**config.mk**
```make
export PLATFORM = sky130hd
export DESIGN_NAME = sorted_timeout_queue_core_flat
export DESIGN_NICKNAME = d
export VERILOG_FILES = /design/src/sv/stq_pkg.sv /design/src/sv/stq_req_if.sv /design/src/sv/stq_rsp_if.sv /design/src/sv/sorted_timeout_queue_core.sv /design/src/sv/stq_ram.sv /design/src/flat_wrapper.sv
export SDC_FILE = /design/constraint.sdc
export NUM_CORES = 2
export LEC_CHECK = 0
export BUFFER_PORTS_ARGS = -buffer_cell sky130_fd_sc_hd__buf_2
export CORE_UTILIZATION = 40
export CTS_CLUSTER_DIAMETER = 100
export DETAILED_ROUTE_END_ITERATION = 10
export PLACE_DENSITY_LB_ADDON = 0.15
export SYNTH_ARGS = -nofsm -noshare
export SYNTH_HDL_FRONTEND = slang
export SYNTH_SLANG_ARGS = --single-unit
```
**constraint.sdc**
```tcl
create_clock -name clock -period 8.5 [get_ports clock]
set_input_delay 1.275 -clock clock [delete_from_list [all_inputs] [get_ports clock]]
set_output_delay 1.275 -clock clock [all_outputs]
set_load 0.01 [all_outputs]
```
**src/sv/stq_pkg.sv**
```systemverilog
package stq_pkg;

   typedef logic [1:0]  kind_type;
   typedef logic [2:0]  status_type;
   typedef logic [31:0] tick_field_type;
   typedef logic [4:0]  slot_field_type;
   typedef logic [7:0]  tag_field_type;
   typedef logic [5:0]  occ_type;
   typedef logic [5:0]  pop_count_type;

   localparam kind_type KIND_CREATE = 2'd0;
   localparam kind_type KIND_REMOVE = 2'd1;
   localparam kind_type KIND_POLL   = 2'd2;

   localparam status_type STATUS_CREATED  = 3'd0;
   localparam status_type STATUS_FULL     = 3'd1;
   localparam status_type STATUS_REMOVED  = 3'd2;
   localparam status_type STATUS_EMPTY    = 3'd3;
   localparam status_type STATUS_MISMATCH = 3'd4;
   localparam status_type STATUS_NOTFOUND = 3'd5;
   localparam status_type STATUS_EXPIRED  = 3'd6;
   localparam status_type STATUS_NONE     = 3'd7;

   localparam pop_count_type MAX_POPS = 6'd32;

endpackage

```
**src/sv/stq_req_if.sv**
```systemverilog
interface stq_req_if import stq_pkg::*; ();
   logic           valid;
   logic           ready;
   kind_type       kind;
   tick_field_type deadline;
   slot_field_type slot_in;
   tag_field_type  tag_in;
   tick_field_type now;

   modport source (output valid, output kind, output deadline, output slot_in,
                   output tag_in, output now, input ready);
   modport sink   (input valid, input kind, input deadline, input slot_in,
                   input tag_in, input now, output ready);
endinterface

```
**src/sv/stq_rsp_if.sv**
```systemverilog
interface stq_rsp_if import stq_pkg::*; ();
   logic           valid;
   logic           ready;
   slot_field_type slot_out;
   status_type     status;
   tag_field_type  tag_out;
   occ_type        occupancy;
   logic           last;

   modport source (output valid, output slot_out, output status, output tag_out,
                   output occupancy, output last, input ready);
   modport sink   (input valid, input slot_out, input status, input tag_out,
                   input occupancy, input last, output ready);
endinterface

```
**src/sv/sorted_timeout_queue_core.sv**
```systemverilog
// Sorted timeout queue: a table of SLOTS timeout slots kept as a linked list
// ordered by absolute deadline, earliest first.
// req_chan carries one request: create (deadline, tag), remove (slot, tag)
// or poll (now). rsp_chan returns the results: one for create and remove,
// one per expired slot or a single none-expired result for poll, with last
// set on the final result of each request. Unused kind codes give no result.
// Requests are taken one at a time; req_chan.ready is high only while the
// sequencer is idle. All list work goes through a single-read-port deadline
// memory, next-pointer memory and tag memory and one shared comparator.
// Create scans for the lowest idle slot, then walks the list from the head
// to its place and links it in; remove checks the tag, finds the slot in
// the list and unlinks it; poll pops expired slots from the head in turn.
// A finished result sits in an output register; the next request is taken
// while it waits. When rsp_chan stalls, the sequencer holds at its next
// result until the register frees, and no state changes meanwhile.
// Synchronous reset marks every slot idle, clears all tags, empties the
// list and drops any pending result. No clearing pass is needed.
module sorted_timeout_queue_core import stq_pkg::*; #(
   parameter int SLOTS     = 32,
   parameter int TICK_BITS = 32,
   parameter int TAG_BITS  = 8
) (
   input  logic       clock,
   input  logic       reset,
   stq_req_if.sink    req_chan,
   stq_rsp_if.source  rsp_chan
);

   localparam int IDX_BITS = $clog2(SLOTS);
   localparam int PTR_BITS = IDX_BITS + 1;
   localparam int CNT_BITS = $clog2(SLOTS + 1);
   localparam logic [PTR_BITS-1:0] PTR_NIL = {1'b1, {IDX_BITS{1'b0}}};

   localparam logic [3:0] ST_IDLE     = 4'd0;
   localparam logic [3:0] ST_C_SCAN   = 4'd1;
   localparam logic [3:0] ST_C_HCMP   = 4'd2;
   localparam logic [3:0] ST_C_NCMP   = 4'd3;
   localparam logic [3:0] ST_C_DCMP   = 4'd4;
   localparam logic [3:0] ST_C_LINK   = 4'd5;
   localparam logic [3:0] ST_R_TAG    = 4'd6;
   localparam logic [3:0] ST_R_CHK    = 4'd7;
   localparam logic [3:0] ST_R_HEAD   = 4'd8;
   localparam logic [3:0] ST_R_WALK   = 4'd9;
   localparam logic [3:0] ST_R_UNLINK = 4'd10;
   localparam logic [3:0] ST_P_RD     = 4'd11;
   localparam logic [3:0] ST_P_CMP    = 4'd12;

   logic [3:0]          state_ff, state_in;
   logic [PTR_BITS-1:0] head_ff, head_in;
   logic [CNT_BITS-1:0] count_ff, count_in;
   logic [SLOTS-1:0]    busy_ff, busy_in;
   logic [SLOTS-1:0]    tagv_ff, tagv_in;
   logic [IDX_BITS-1:0] scan_ff, scan_in;
   logic [IDX_BITS-1:0] new_ff, new_in;
   logic [PTR_BITS-1:0] prev_ff, prev_in;
   logic [PTR_BITS-1:0] succ_ff, succ_in;
   pop_count_type       pops_ff, pops_in;
   logic [TAG_BITS-1:0] stored_ff, stored_in;

   logic [TICK_BITS-1:0] time_ff, time_in;
   slot_field_type      slot_ff, slot_in;
   logic [TAG_BITS-1:0] tag_ff, tag_in;

   logic                held_valid_ff, held_valid_in;
   logic [IDX_BITS-1:0] held_slot_ff, held_slot_in;
   logic [TAG_BITS-1:0] held_tag_ff, held_tag_in;
   occ_type             held_occ_ff, held_occ_in;

   logic                rsp_valid_ff;
   slot_field_type      rsp_slot_ff;
   status_type          rsp_status_ff;
   tag_field_type       rsp_tag_ff;
   occ_type             rsp_occ_ff;
   logic                rsp_last_ff;

   logic                 dl_we, dl_re;
   logic [IDX_BITS-1:0]  dl_waddr, dl_raddr;
   logic [TICK_BITS-1:0] dl_rd;
   logic                 nx_we, nx_re;
   logic [IDX_BITS-1:0]  nx_waddr, nx_raddr;
   logic [PTR_BITS-1:0]  nx_wdata, nx_rd;
   logic                 tg_we, tg_re;
   logic [IDX_BITS-1:0]  tg_waddr, tg_raddr;
   logic [TAG_BITS-1:0]  tg_rd;

   logic                 push, push_held, push_last;
   slot_field_type       push_slot;
   status_type           push_status;
   tag_field_type        push_tag;
   occ_type              push_occ;
   logic                 out_free, stall, accept;

   logic [TICK_BITS-1:0] cmp_a, cmp_b;
   logic                 cmp_lt;

   logic [IDX_BITS-1:0]  head_idx, rm_idx;
   logic [TAG_BITS-1:0]  tag_seen;
   logic                 head_nil, rm_range, expired;

   assign head_idx = head_ff[IDX_BITS-1:0];
   assign head_nil = head_ff[IDX_BITS];
   assign rm_idx   = IDX_BITS'(slot_ff);
   assign rm_range = 32'(slot_ff) < 32'(SLOTS);
   assign out_free = !rsp_valid_ff || rsp_chan.ready;
   assign stall    = push && !out_free;
   assign accept   = req_chan.valid && req_chan.ready;
   assign req_chan.ready = (state_ff == ST_IDLE);

   stq_ram #(.WIDTH(TICK_BITS), .DEPTH(SLOTS)) u_deadline_ram (
      .clock   (clock),
      .wr_en   (dl_we && !stall),
      .wr_addr (dl_waddr),
      .wr_data (time_ff),
      .rd_en   (dl_re && !stall),
      .rd_addr (dl_raddr),
      .rd_data (dl_rd)
   );

   stq_ram #(.WIDTH(PTR_BITS), .DEPTH(SLOTS)) u_next_ram (
      .clock   (clock),
      .wr_en   (nx_we && !stall),
      .wr_addr (nx_waddr),
      .wr_data (nx_wdata),
      .rd_en   (nx_re && !stall),
      .rd_addr (nx_raddr),
      .rd_data (nx_rd)
   );

   stq_ram #(.WIDTH(TAG_BITS), .DEPTH(SLOTS)) u_tag_ram (
      .clock   (clock),
      .wr_en   (tg_we && !stall),
      .wr_addr (tg_waddr),
      .wr_data (tag_ff),
      .rd_en   (tg_re && !stall),
      .rd_addr (tg_raddr),
      .rd_data (tg_rd)
   );

   // shared comparator
   always_comb begin
      if (state_ff == ST_C_HCMP) begin
         cmp_a = time_ff;
         cmp_b = dl_rd;
      end else begin
         cmp_a = dl_rd;
         cmp_b = time_ff;
      end
      cmp_lt = cmp_a < cmp_b;
   end

   always_comb begin
      tag_seen = '0;
      case (state_ff)
         ST_R_CHK: tag_seen = tagv_ff[rm_idx]   ? tg_rd : '0;
         ST_P_CMP: tag_seen = tagv_ff[head_idx] ? tg_rd : '0;
         default:  tag_seen = '0;
      endcase
      expired = !head_nil && (pops_ff != MAX_POPS) && cmp_lt;
   end

   always_comb begin
      state_in      = state_ff;
      head_in       = head_ff;
      count_in      = count_ff;
      busy_in       = busy_ff;
      tagv_in       = tagv_ff;
      scan_in       = scan_ff;
      new_in        = new_ff;
      prev_in       = prev_ff;
      succ_in       = succ_ff;
      pops_in       = pops_ff;
      stored_in     = stored_ff;
      time_in       = time_ff;
      slot_in       = slot_ff;
      tag_in        = tag_ff;
      held_valid_in = held_valid_ff;
      held_slot_in  = held_slot_ff;
      held_tag_in   = held_tag_ff;
      held_occ_in   = held_occ_ff;

      dl_we    = 1'b0;
      dl_waddr = scan_ff;
      dl_re    = 1'b0;
      dl_raddr = head_idx;
      nx_we    = 1'b0;
      nx_waddr = new_ff;
      nx_wdata = PTR_NIL;
      nx_re    = 1'b0;
      nx_raddr = head_idx;
      tg_we    = 1'b0;
      tg_waddr = scan_ff;
      tg_re    = 1'b0;
      tg_raddr = head_idx;

      push        = 1'b0;
      push_held   = 1'b0;
      push_last   = 1'b1;
      push_slot   = '0;
      push_status = STATUS_NONE;
      push_tag    = '0;

      case (state_ff)
         ST_IDLE: begin
            if (accept) begin
               slot_in = req_chan.slot_in;
               tag_in  = TAG_BITS'(req_chan.tag_in);
               if (req_chan.kind == KIND_POLL) begin
                  time_in = TICK_BITS'(req_chan.now);
               end else begin
                  time_in = TICK_BITS'(req_chan.deadline);
               end
               case (req_chan.kind)
                  KIND_CREATE: begin
                     scan_in  = '0;
                     state_in = ST_C_SCAN;
                  end
                  KIND_REMOVE: state_in = ST_R_TAG;
                  KIND_POLL: begin
                     pops_in       = '0;
                     held_valid_in = 1'b0;
                     state_in      = ST_P_RD;
                  end
                  default: state_in = ST_IDLE;
               endcase
            end
         end

         ST_C_SCAN: begin
            if (count_ff == CNT_BITS'(SLOTS)) begin
               push        = 1'b1;
               push_status = STATUS_FULL;
               state_in    = ST_IDLE;
            end else if (!busy_ff[scan_ff]) begin
               new_in           = scan_ff;
               busy_in[scan_ff] = 1'b1;
               tagv_in[scan_ff] = 1'b1;
               count_in         = count_ff + 1'b1;
               dl_we            = 1'b1;
               tg_we            = 1'b1;
               if (head_nil) begin
                  nx_we       = 1'b1;
                  nx_waddr    = scan_ff;
                  nx_wdata    = PTR_NIL;
                  head_in     = {1'b0, scan_ff};
                  push        = 1'b1;
                  push_slot   = 5'(scan_ff);
                  push_status = STATUS_CREATED;
                  push_tag    = 8'(tag_ff);
                  state_in    = ST_IDLE;
               end else begin
                  dl_re    = 1'b1;
                  dl_raddr = head_idx;
                  state_in = ST_C_HCMP;
               end
            end else begin
               scan_in = scan_ff + 1'b1;
            end
         end

         ST_C_HCMP: begin
            if (cmp_lt) begin
               nx_we       = 1'b1;
               nx_waddr    = new_ff;
               nx_wdata    = head_ff;
               head_in     = {1'b0, new_ff};
               push        = 1'b1;
               push_slot   = 5'(new_ff);
               push_status = STATUS_CREATED;
               push_tag    = 8'(tag_ff);
               state_in    = ST_IDLE;
            end else begin
               prev_in  = head_ff;
               nx_re    = 1'b1;
               nx_raddr = head_idx;
               state_in = ST_C_NCMP;
            end
         end

         ST_C_NCMP: begin
            if (nx_rd[IDX_BITS]) begin
               nx_we    = 1'b1;
               nx_waddr = new_ff;
               nx_wdata = PTR_NIL;
               state_in = ST_C_LINK;
            end else begin
               succ_in  = nx_rd;
               dl_re    = 1'b1;
               dl_raddr = nx_rd[IDX_BITS-1:0];
               state_in = ST_C_DCMP;
            end
         end

         ST_C_DCMP: begin
            if (cmp_lt) begin
               prev_in  = succ_ff;
               nx_re    = 1'b1;
               nx_raddr = succ_ff[IDX_BITS-1:0];
               state_in = ST_C_NCMP;
            end else begin
               nx_we    = 1'b1;
               nx_waddr = new_ff;
               nx_wdata = succ_ff;
               state_in = ST_C_LINK;
            end
         end

         ST_C_LINK: begin
            nx_we       = 1'b1;
            nx_waddr    = prev_ff[IDX_BITS-1:0];
            nx_wdata    = {1'b0, new_ff};
            push        = 1'b1;
            push_slot   = 5'(new_ff);
            push_status = STATUS_CREATED;
            push_tag    = 8'(tag_ff);
            state_in    = ST_IDLE;
         end

         ST_R_TAG: begin
            if (!rm_range) begin
               push        = 1'b1;
               push_slot   = slot_ff;
               push_status = head_nil ? STATUS_EMPTY : STATUS_NOTFOUND;
               state_in    = ST_IDLE;
            end else begin
               tg_re    = 1'b1;
               tg_raddr = rm_idx;
               state_in = ST_R_CHK;
            end
         end

         ST_R_CHK: begin
            stored_in = tag_seen;
            push_slot = slot_ff;
            push_tag  = 8'(tag_seen);
            if (head_nil) begin
               push        = 1'b1;
               push_status = STATUS_EMPTY;
               state_in    = ST_IDLE;
            end else if (tag_seen != tag_ff) begin
               push        = 1'b1;
               push_status = STATUS_MISMATCH;
               state_in    = ST_IDLE;
            end else if (!busy_ff[rm_idx]) begin
               push        = 1'b1;
               push_status = STATUS_NOTFOUND;
               state_in    = ST_IDLE;
            end else if (head_idx == rm_idx) begin
               nx_re    = 1'b1;
               nx_raddr = rm_idx;
               state_in = ST_R_HEAD;
            end else begin
               prev_in  = head_ff;
               nx_re    = 1'b1;
               nx_raddr = head_idx;
               state_in = ST_R_WALK;
            end
         end

         ST_R_HEAD: begin
            head_in         = nx_rd;
            busy_in[rm_idx] = 1'b0;
            count_in        = count_ff - 1'b1;
            push            = 1'b1;
            push_slot       = slot_ff;
            push_status     = STATUS_REMOVED;
            push_tag        = 8'(stored_ff);
            state_in        = ST_IDLE;
         end

         ST_R_WALK: begin
            if (nx_rd[IDX_BITS]) begin
               push        = 1'b1;
               push_slot   = slot_ff;
               push_status = STATUS_NOTFOUND;
               push_tag    = 8'(stored_ff);
               state_in    = ST_IDLE;
            end else if (nx_rd == {1'b0, rm_idx}) begin
               nx_re    = 1'b1;
               nx_raddr = rm_idx;
               state_in = ST_R_UNLINK;
            end else begin
               prev_in  = nx_rd;
               nx_re    = 1'b1;
               nx_raddr = nx_rd[IDX_BITS-1:0];
            end
         end

         ST_R_UNLINK: begin
            nx_we           = 1'b1;
            nx_waddr        = prev_ff[IDX_BITS-1:0];
            nx_wdata        = nx_rd;
            busy_in[rm_idx] = 1'b0;
            count_in        = count_ff - 1'b1;
            push            = 1'b1;
            push_slot       = slot_ff;
            push_status     = STATUS_REMOVED;
            push_tag        = 8'(stored_ff);
            state_in        = ST_IDLE;
         end

         ST_P_RD: begin
            dl_re    = 1'b1;
            nx_re    = 1'b1;
            tg_re    = 1'b1;
            state_in = ST_P_CMP;
         end

         ST_P_CMP: begin
            push_slot   = 5'(held_slot_ff);
            push_status = STATUS_EXPIRED;
            push_tag    = 8'(held_tag_ff);
            push_held   = 1'b1;
            if (expired) begin
               push              = held_valid_ff;
               push_last         = 1'b0;
               head_in           = nx_rd;
               busy_in[head_idx] = 1'b0;
               count_in          = count_ff - 1'b1;
               pops_in           = pops_ff + 1'b1;
               held_valid_in     = 1'b1;
               held_slot_in      = head_idx;
               held_tag_in       = tag_seen;
               held_occ_in       = 6'(count_in);
               state_in          = ST_P_RD;
            end else begin
               push     = 1'b1;
               state_in = ST_IDLE;
               if (!held_valid_ff) begin
                  push_held   = 1'b0;
                  push_slot   = '0;
                  push_status = STATUS_NONE;
                  push_tag    = '0;
               end
            end
         end

         default: state_in = ST_IDLE;
      endcase

      push_occ = push_held ? held_occ_ff : 6'(count_in);
   end

   always_ff @(posedge clock) begin
      if (reset) begin
         state_ff      <= ST_IDLE;
         head_ff       <= PTR_NIL;
         count_ff      <= '0;
         busy_ff       <= '0;
         tagv_ff       <= '0;
         held_valid_ff <= 1'b0;
      end else if (!stall) begin
         state_ff      <= state_in;
         head_ff       <= head_in;
         count_ff      <= count_in;
         busy_ff       <= busy_in;
         tagv_ff       <= tagv_in;
         held_valid_ff <= held_valid_in;
      end
   end

   always_ff @(posedge clock) begin
      if (!stall) begin
         scan_ff      <= scan_in;
         new_ff       <= new_in;
         prev_ff      <= prev_in;
         succ_ff      <= succ_in;
         pops_ff      <= pops_in;
         stored_ff    <= stored_in;
         time_ff      <= time_in;
         slot_ff      <= slot_in;
         tag_ff       <= tag_in;
         held_slot_ff <= held_slot_in;
         held_tag_ff  <= held_tag_in;
         held_occ_ff  <= held_occ_in;
      end
   end

   always_ff @(posedge clock) begin
      if (reset) begin
         rsp_valid_ff <= 1'b0;
      end else if (push && out_free) begin
         rsp_valid_ff <= 1'b1;
      end else if (rsp_chan.ready) begin
         rsp_valid_ff <= 1'b0;
      end
   end

   always_ff @(posedge clock) begin
      if (push && out_free) begin
         rsp_slot_ff   <= push_slot;
         rsp_status_ff <= push_status;
         rsp_tag_ff    <= push_tag;
         rsp_occ_ff    <= push_occ;
         rsp_last_ff   <= push_last;
      end
   end

   assign rsp_chan.valid     = rsp_valid_ff;
   assign rsp_chan.slot_out  = rsp_slot_ff;
   assign rsp_chan.status    = rsp_status_ff;
   assign rsp_chan.tag_out   = rsp_tag_ff;
   assign rsp_chan.occupancy = rsp_occ_ff;
   assign rsp_chan.last      = rsp_last_ff;

endmodule

```
**src/sv/stq_ram.sv**
```systemverilog
module stq_ram #(
   parameter int WIDTH = 8,
   parameter int DEPTH = 32
) (
   input  logic                       clock,
   input  logic                       wr_en,
   input  logic [$clog2(DEPTH)-1:0]   wr_addr,
   input  logic [WIDTH-1:0]           wr_data,
   input  logic                       rd_en,
   input  logic [$clog2(DEPTH)-1:0]   rd_addr,
   output logic [WIDTH-1:0]           rd_data
);

   logic [WIDTH-1:0] mem_ff [DEPTH];
   logic [WIDTH-1:0] rd_data_ff;

   always_ff @(posedge clock) begin
      if (wr_en) begin
         mem_ff[wr_addr] <= wr_data;
      end
      if (rd_en) begin
         rd_data_ff <= mem_ff[rd_addr];
      end
   end

   assign rd_data = rd_data_ff;

endmodule
```
**src/flat_wrapper.sv**
```systemverilog
// flat-port wrapper written by rule: the top's interface ports become plain ports
module sorted_timeout_queue_core_flat import stq_pkg::*;
#(
   parameter int SLOTS     = 32,
   parameter int TICK_BITS = 32,
   parameter int TAG_BITS  = 8
)
  (clock, reset, req_chan_valid, req_chan_kind, req_chan_deadline, req_chan_slot_in, req_chan_tag_in, req_chan_now, req_chan_ready, rsp_chan_valid, rsp_chan_slot_out, rsp_chan_status, rsp_chan_tag_out, rsp_chan_occupancy, rsp_chan_last, rsp_chan_ready);
  stq_req_if req_chan_i ();
  stq_rsp_if rsp_chan_i ();
  input  logic clock;
  input  logic reset;
  input wire logic [$bits(req_chan_i.valid)-1:0] req_chan_valid;
  input wire logic [$bits(req_chan_i.kind)-1:0] req_chan_kind;
  input wire logic [$bits(req_chan_i.deadline)-1:0] req_chan_deadline;
  input wire logic [$bits(req_chan_i.slot_in)-1:0] req_chan_slot_in;
  input wire logic [$bits(req_chan_i.tag_in)-1:0] req_chan_tag_in;
  input wire logic [$bits(req_chan_i.now)-1:0] req_chan_now;
  output wire logic [$bits(req_chan_i.ready)-1:0] req_chan_ready;
  output wire logic [$bits(rsp_chan_i.valid)-1:0] rsp_chan_valid;
  output wire logic [$bits(rsp_chan_i.slot_out)-1:0] rsp_chan_slot_out;
  output wire logic [$bits(rsp_chan_i.status)-1:0] rsp_chan_status;
  output wire logic [$bits(rsp_chan_i.tag_out)-1:0] rsp_chan_tag_out;
  output wire logic [$bits(rsp_chan_i.occupancy)-1:0] rsp_chan_occupancy;
  output wire logic [$bits(rsp_chan_i.last)-1:0] rsp_chan_last;
  input wire logic [$bits(rsp_chan_i.ready)-1:0] rsp_chan_ready;
  assign req_chan_i.valid = req_chan_valid;
  assign req_chan_i.kind = req_chan_kind;
  assign req_chan_i.deadline = req_chan_deadline;
  assign req_chan_i.slot_in = req_chan_slot_in;
  assign req_chan_i.tag_in = req_chan_tag_in;
  assign req_chan_i.now = req_chan_now;
  assign req_chan_ready = req_chan_i.ready;
  assign rsp_chan_valid = rsp_chan_i.valid;
  assign rsp_chan_slot_out = rsp_chan_i.slot_out;
  assign rsp_chan_status = rsp_chan_i.status;
  assign rsp_chan_tag_out = rsp_chan_i.tag_out;
  assign rsp_chan_occupancy = rsp_chan_i.occupancy;
  assign rsp_chan_last = rsp_chan_i.last;
  assign rsp_chan_i.ready = rsp_chan_ready;
  sorted_timeout_queue_core #(.SLOTS(SLOTS), .TICK_BITS(TICK_BITS), .TAG_BITS(TAG_BITS)) u_core (.clock(clock), .reset(reset), .req_chan(req_chan_i), .rsp_chan(rsp_chan_i));
endmodule
```
# Word level (Yosys, flattened, before mapping)
# Memories as Yosys holds them, arrays and structs flattened. A register that Yosys moved wholly into a read port is not among the register bits.
# Cells that the tools add are included.
# W data, S select, Z words.
[word_totals]
regBits = 203
in_bits = 83
ram_bits = 1472
mem_bits_ro = 0
elab_cells = 284
out_inout_bits = 25
latchBits = 0
n_memories = 3
[memory_table]
columns = ["memory", "depth", "word_bits", "rd", "rd_clocked_by_memory_dff", "write_ports", "line_no", "source"]
rows = [
  ["u_core.u_deadline_ram.mem_ff", 32, 32, 1, 1, 1, "stq_ram.sv:14", "logic [WIDTH-1:0] mem_ff [DEPTH];"],
  ["u_core.u_tag_ram.mem_ff", 32, 8, 1, 1, 1, "stq_ram.sv:14", ""],
  ["u_core.u_next_ram.mem_ff", 32, 6, 1, 1, 1, "stq_ram.sv:14", ""],
]
[classes]
shifts = 0
addsub = 4
n_eq_ne = 38
div = 0
bitwise_logic = 10
n_mux = 154
reduce_logical = 43
mul = 0
magnitude_cmp = 7
[ops]
columns = ["operator", "count"]
rows = [
  ["$mux W32", 6],
  ["$mux W5", 33],
  ["$pmux W32 S3", 1],
  ["$mux W6", 13],
  ["$mux W8", 9],
  ["$and A32 B32 Y32", 2],
  ["$not A32 Y32", 2],
  ["$or A32 B32 Y32", 2],
  ["$pmux W8 S7", 1],
  ["$pmux W6 S4", 2],
  ["$mux W1", 45],
  ["$pmux W4 S10", 1],
  ["$mux W4", 9],
  ["$lt A32 B32 Y1", 1],
  ["$pmux W5 S6", 1],
  ["$mux W3", 8],
  ["$ne A2 B2 Y1 const B", 11],
  ["$pmux W3 S7", 1],
  ["$bmux W1 S5", 4],
  ["$eq A4 B4 Y1 const B", 5],
  ["$pmux W5 S2", 2],
  ["$pmux W5 S4", 1],
  ["$lt A5 B6 Y1 const B", 3],
  ["$pmux W6 S3", 1],
  ["other kinds (44)", 92],
]

# Depth between registers and ports, before layout
[depth]
word_depth = 13
depth_mapped = 21
ltp_nobuf = 14

# Modules after synthesis
# A second synthesis with hierarchy kept.
[unflattened]
hier_cells = 4325
hier_area_um2 = 71616.2
[by_module_without_submodules]
columns = ["mod", "seq_area_each_um2", "area_per_inst_um2", "instances", "cells_per_inst"]
rows = [
  ["stq_ram at u_core.u_deadline_ram", 31710.4, 40807.9, 1, 2260],
  ["sorted_timeout_queue_core", 5275.1, 13025.0, 1, 1325],
  ["stq_ram at u_core.u_tag_ram", 7927.6, 10133.5, 1, 417],
  ["stq_ram at u_core.u_next_ram", 5945.7, 7649.8, 1, 323],
]

# Worst setup path after synthesis
# Ideal clock, no wire load.
[synth_path]
path_type = "reg2reg"
start = "reg u_core.time_ff[20]"
end = "mem u_core.u_deadline_ram.mem_ff[7][0] (netlist name) (enable)"
setup_ns = 0.487
path_stages_with_launch = 16
t_arrival_ns = 6.524
required_ns = 8.013
synth_period_minus_slack_ns = 7.010
n_path_buf = 2
path_slack_ns = 1.490
path_cell_list = "edfxtp_1 nor2b_1 maj3_1 nand2_1 a21oi_1 o2111a_1 or3_4 or2_1 buf_2 o31a_1 nor4b_4 a21oi_2 nor2_1 buf_2 nand3_1 nor3_1"
[synth_between]
elab_chain_cells = 10
word_cells_on_any_way = 12
cone_classes = "1 x order compare; 7 x mux; 4 x reduce/logical"
[synth_lines]
columns = ["item", "line_no", "source"]
rows = [
  ["from (decl)", "sorted_timeout_queue_core.sv:60", "logic [TICK_BITS-1:0] time_ff, time_in;"],
  ["from (signal assigned)", "sorted_timeout_queue_core.sv:469", "time_ff <= time_in;"],
  ["$mux W32", "sorted_timeout_queue_core.sv:141", "if (state_ff == ST_C_HCMP) begin"],
  ["$lt A32 B32 Y1 (*)", "sorted_timeout_queue_core.sv:148", "cmp_lt = cmp_a < cmp_b;"],
  ["$logic_and A1 B1 Y1", "sorted_timeout_queue_core.sv:158", "expired = !head_nil && (pops_ff != MAX_POPS) && cmp_lt;"],
  ["$mux W1", "sorted_timeout_queue_core.sv:413", "if (expired) begin"],
  ["$pmux W1 S6 (*)", "sorted_timeout_queue_core.sv:202", "case (state_ff)"],
  ["$logic_and A1 B1 Y1 (*)", "sorted_timeout_queue_core.sv:105", "assign stall = push && !out_free;"],
  ["$logic_not A1 Y1 (*)", "sorted_timeout_queue_core.sv:111", ".wr_en (dl_we && !stall),"],
  ["$logic_and A1 B1 Y1 (*)", "sorted_timeout_queue_core.sv:111", ""],
  ["$mux W1 (*)", "stq_ram.sv:18", "if (wr_en) begin"],
  ["$mux W1 (not written as such) (*)", "stq_ram.sv:19", "mem_ff[wr_addr] <= wr_data;"],
  ["to (decl)", "stq_ram.sv:14", ""],
]
# Every way passes the cells marked *; elsewhere a longest branch is shown, timed or not.

# Worst setup path in the final report
[layout_path]
start = "reg u_core.state_ff[2]"
end = "mem u_core.u_deadline_ram.mem_ff[22][2] (netlist name) (enable)"
[layout_between]
elab_chain_cells = 11
word_cells_on_any_way = 26
cone_classes = "1 x order compare; 9 x eq/ne; 11 x mux; 5 x reduce/logical"
[layout_lines]
columns = ["item", "line_no", "source"]
rows = [
  ["from (decl)", "sorted_timeout_queue_core.sv:48", "logic [3:0] state_ff, state_in;"],
  ["from (signal assigned)", "sorted_timeout_queue_core.sv:452", "state_ff <= state_in;"],
  ["$eq A4 B2 Y1 (tied with other cells)", "sorted_timeout_queue_core.sv:141, sorted_timeout_queue_core.sv:202", ""],
  ["$mux W32 or $pmux W8 S2 (tied branches)", "sorted_timeout_queue_core.sv:141, sorted_timeout_queue_core.sv:153", ""],
  ["$lt A32 B32 Y1 or $ne A8 B8 Y1 (tied branches)", "sorted_timeout_queue_core.sv:148, sorted_timeout_queue_core.sv:339", ""],
  ["$logic_and A1 B1 Y1 or $mux W1 (tied branches)", "sorted_timeout_queue_core.sv:158, sorted_timeout_queue_core.sv:339", ""],
  ["$mux W1 (on tied branches)", "sorted_timeout_queue_core.sv:413, sorted_timeout_queue_core.sv:335", ""],
  ["$pmux W1 S6", "sorted_timeout_queue_core.sv:202", ""],
  ["$logic_and A1 B1 Y1", "sorted_timeout_queue_core.sv:105", ""],
  ["$logic_not A1 Y1", "sorted_timeout_queue_core.sv:111", ""],
  ["$logic_and A1 B1 Y1 (*)", "sorted_timeout_queue_core.sv:111", ""],
  ["$mux W1 (*)", "stq_ram.sv:18", ""],
  ["$mux W1 (not written as such) (*)", "stq_ram.sv:19", ""],
]
# Marks and branches as above.

==> results.txt <==
* Outcome: finished clean
* Routed via count: 44,485
- Async set-or-reset flop fraction in the synthesized netlist: 0%
- Yosys mapped a number of flops with a built-in enable equal to 1,639.
- STA classifies the critical path endpoint as a register.
- Hold_buf cts: 0
- Endpoint of the lowest-slack register-to-register path: u_core.u_deadline_ram.mem_ff[22][2]$_DFFE_PP_
- Hold Path Depth: 2
- CTS tree: done
- 108 I/O pins were placed.
- Critical path cell sequence: nor4b_4, buf_4, a2bb2oi_1, o311ai_1, o211ai_1, or3_4, or2_1, o31a_1, nor4b_4, a21oi_2, nor2_1, buf_4, nand2_1, nor2_4, buf_4
- Once detail routing completed, the nets flagged for antenna violations numbered 0.
- Fraction of layout cells with a size suffix above 1: 13.5%
- The worst hold path terminates at u_core.busy_ff[21]$_SDFFE_PP0P_.
* Unrepaired setup endpoints after global routing: no
- A synthesized cell averages 13.9 µm².
- Minimum clock period after layout: 6.71 ns
- Number of search-and-repair iterations in the first detailed-routing pass: 7
- The floorplan step set the die height to 427 µm.
* Starting DRT DRC Count: 4,466
- The initialized floorplan defines 155 standard-cell rows.
- Core Region: 179,000 µm²
- Min-delay src: u_core.busy_ff[21]$_SDFFE_PP0P_
- For this configuration, the core starts out at a cell density of 40.4%.
- Summed instance area of the synthesized netlist: 72,300 µm²
* Crit path max-delay family: simple AND/OR/NAND/NOR gates
* Routed wirelength normalized by instance count: 25.8 µm
* Kind of critical path: register to register
- Final design instance area without fill: 82,000 µm²
- Post-DP HPWL: 115,000 µm
- Max_cap viols: 0
- Counting every net in the synthesized netlist gives 5,280.
- Clock insertion delay at the later pin of the skew report: 0.82 ns
- Highest attainable clock frequency: 149 MHz
- Netlist cell types: 92
- Cts repair resizes: 0
* Buf+Inv Stages, Crit Path: 3
- After synthesis the netlist holds a flip-flop and latch count of 1,721.
* Worst hold path type: register to register
* Area overhead of the layout relative to synthesis: 13.4%
- Largest net degree at the start of global routing: 178
* Final RePlAce weighted congestion: 0.916
- After clock tree synthesis, the clock-pin slew on the worst setup and hold paths is 0.06 ns.
- Maximum buffer depth of the clock tree: 3
* Depth of the worst register-to-register path: 15
- Port Buffer Count: 107
* Most prevalent standard cell on the critical path: buf_4
- The startpoint identified for the worst register-to-register timing path is u_core.state_ff[2]$_SDFFE_PP0P_.
- After the last flow step, the layout net total stands at 5,367.
* Maximum cell stage delay along the critical path: 0.96 ns
- Vias in the first global route: 43,351
- CP max-delay cell: nor2_4
* Cell area after placement: 76,300 µm²
- Post-CTS Setup Repair Bufs: 0
- OpenSTA, run right after detailed placement, puts the worst setup slack at 1.81 ns.
* Mean number of vias per cell: 5.72
* Actual transition at the worst max-transition pin: 1.23 ns
- CTS sink cnt: 1,721
- Floorplan die area: 182,000 µm²
- Total CTS buffers: 184
- Warnings, synthesis: 0
- Most used flip-flop cell after synthesis: edfxtp_1
* Sequential-to-total area share from yosys stat: 70.3%
- After detailed routing, the total wire length is 201,000 µm.
* Sum of internal, switching and leakage power: 25.3 mW
- Worst-path fanout max: 27
* Clock Root Buffer: clkbuf_16
* Maximum clock skew at final layout: 0.0613 ns
- Power density over the cells: 309 nW/µm²
- Wire length of the first global-routing pass: 295,000 µm
* Number of antenna violations at the first check in global routing: 5
- Number of design rule violations left after detail routing: 0
* Worst setup SP type: register
- The H-tree was split into 4 levels.
- STA puts the critical path data arrival time at 7.21 ns.
- Setup violations remaining at the end of the flow were counted as 0.
- Gr usage total: 21.8%
- Across all setup checks in the final design, the least slack found is 1.79 ns.
- Total grt overflow: 0
- Ratio of final minimum period to clock period: 78.9%
- Leak pwr: 26.9 nW
* Final Hold Violating Endpoints: 0
- Required time at the worst-slack endpoint: 9.00 ns
* Die width: 427 µm
- Peak supply drop: 0.177 mV
* Register-to-Register Setup Slack: 1.79 ns
* Relative max-transition margin: 18.0%
* Number of instances in the synthesized netlist: 5,184
- Slew Viols, Final: 0
* Setup tns final: 0 ns
* Post-Route Hold Slack: 0.505 ns
[logic make-up (layout without fill, tap and decap cells)]
kind of cell | after synthesis | in the layout | share of synthesized area (%)
compound gates | 1193 | 1193 | 11.7
buf+inv | 437 | 676 | 2.43
xor+xnor | 44 | 44 | 0.533
simple gates | 1516 | 1516 | 9.78
other cells | 0 | 3 | 0
flops | 1721 | 1721 | 70.3
mux | 242 | 242 | 4.69
fa+ha+maj | 31 | 31 | 0.474
[power by group]
| group | switching (mW) | total (mW) | internal [mW] |
|---|---|---|---|
| Clock | 3.34 | 7.67 | 4.33 |
| Combinational | 4.68 | 6.82 | 2.14 |
| Sequential | 0.374 | 10.8 | 10.4 |
| Total | 8.40 | 25.3 | 16.9 |
[state kept, by name (all words and copies together) (netlist names), 8 cells and up]
register,flops
u_core.u_deadline_ram.mem_ff,1024
u_core.tag_ff,8
u_core.stored_ff,8
u_core.u_next_ram.mem_ff,192
u_core.tagv_ff,32
u_core.busy_ff,32
u_core.u_tag_ram.rd_data,8
u_core.u_deadline_ram.rd_data,32
u_core.time_ff,32
u_core.held_tag_ff,8
u_core.rsp_chan.tag_out,8
u_core.u_tag_ram.mem_ff,256
[per-stage QoR]
stage                     instances  utilization [%]
after floorplan                5184                -
after global placement         7440             42.6
after detailed placement       7440             42.6
after CTS                      7778             45.8
after global routing           7778             45.8
final                          7781             45.8
[cell type report]
type | instances | area, µm²
tap | 2355 | 2950
inverter | 72 | 270
fill | 15855 | 97000
timing repair buffer | 266 | 2050
clock buffer | 230 | 4900
clock inverter | 108 | 835
antenna | 3 | 7.51
sequential | 1721 | 50900
multi-input combinational | 3026 | 20100
[cells in the mapped netlist (40+ instances only)]
cell type | instances | area [µm²]
a211oi_1 | 373 | 2800
a311oi_1 | 137 | 1200
inv_1 | 71 | 267
a31oi_1 | 140 | 876
dfxtp_1 | 82 | 1640
a21oi_1 | 199 | 996
nor2_1 | 206 | 773
clkbuf_1 | 297 | 1110
mux2i_1 | 127 | 1270
nand2_1 | 759 | 2850
mux4_2 | 73 | 1640
mux2_2 | 40 | 450
o21ai_0 | 54 | 270
nand3_1 | 59 | 295
o22ai_1 | 67 | 419
edfxtp_1 | 1639 | 49200
and2_1 | 281 | 1760
[per-layer routing]
layer  share of wire, %  track usage, %  wire [µm]  vias up
met4                2.4            5.98       4890        2
met3                5.8            3.69      11600      303
met5             0.0065               0         13        -
met2                 47            34.6      94200     1363
li1                   -               -          -    20232
met1                 45            30.8      90200    22585
[worst register-to-register path: stages, from the launching register on]
cell	delay (ns)
dfxtp_1	0.61
nor4b_4	0.85
buf_4	0.31
a2bb2oi_1	0.09
o311ai_1	0.28
o211ai_1	0.14
or3_4	0.42
or2_1	0.50
o31a_1	0.46
nor4b_4	0.31
a21oi_2	0.10
nor2_1	0.22
buf_4	0.26
nand2_1	0.49
nor2_4	0.97
buf_4	0.39
[worst max path at each step]
stage                                         start                                        endpoint  depth (start not counted)
CTS                 u_core.state_ff[2]$_SDFFE_PP0P_  u_core.u_deadline_ram.mem_ff[22][23]$_DFFE_PP_                         15
detailed placement  u_core.state_ff[2]$_SDFFE_PP0P_  u_core.u_deadline_ram.mem_ff[22][26]$_DFFE_PP_                         15
global placement    u_core.state_ff[2]$_SDFFE_PP0P_  u_core.u_deadline_ram.mem_ff[22][23]$_DFFE_PP_                         16
global route        u_core.state_ff[2]$_SDFFE_PP0P_  u_core.u_deadline_ram.mem_ff[22][21]$_DFFE_PP_                         15
finish              u_core.state_ff[2]$_SDFFE_PP0P_   u_core.u_deadline_ram.mem_ff[22][2]$_DFFE_PP_                         15
floorplan              u_core.time_ff[20]$_DFFE_PP_    u_core.u_deadline_ram.mem_ff[7][0]$_DFFE_PP_                         15
[placed cells by master, fill, tap and decap left out, drive strengths merged, types with 11 or more instances in the layout]
master and n:
dfxtp 82, o21ai 61, a21oi 201, nor2 207, a211oi 374, a311oi 138
mux2i 127, and3 30, clkinv 89, nand2 760, o22ai 67, nor2b 33
nor4 11, maj3 18, edfxtp 1639, clkbuf 230, xnor2 21, or3 15
a211o 13, and2 281, mux4 73, nor3 25, nand2b 39, or2 12
a21o 36, o32ai 33, nand3b 14, o211ai 11, nand3 59, ha 13
buf 266, a22oi 15, mux2 42, a31oi 140, xor2 23, inv 79
a222oi 18
No activity file was read; power rests on OpenSTA's default activity.
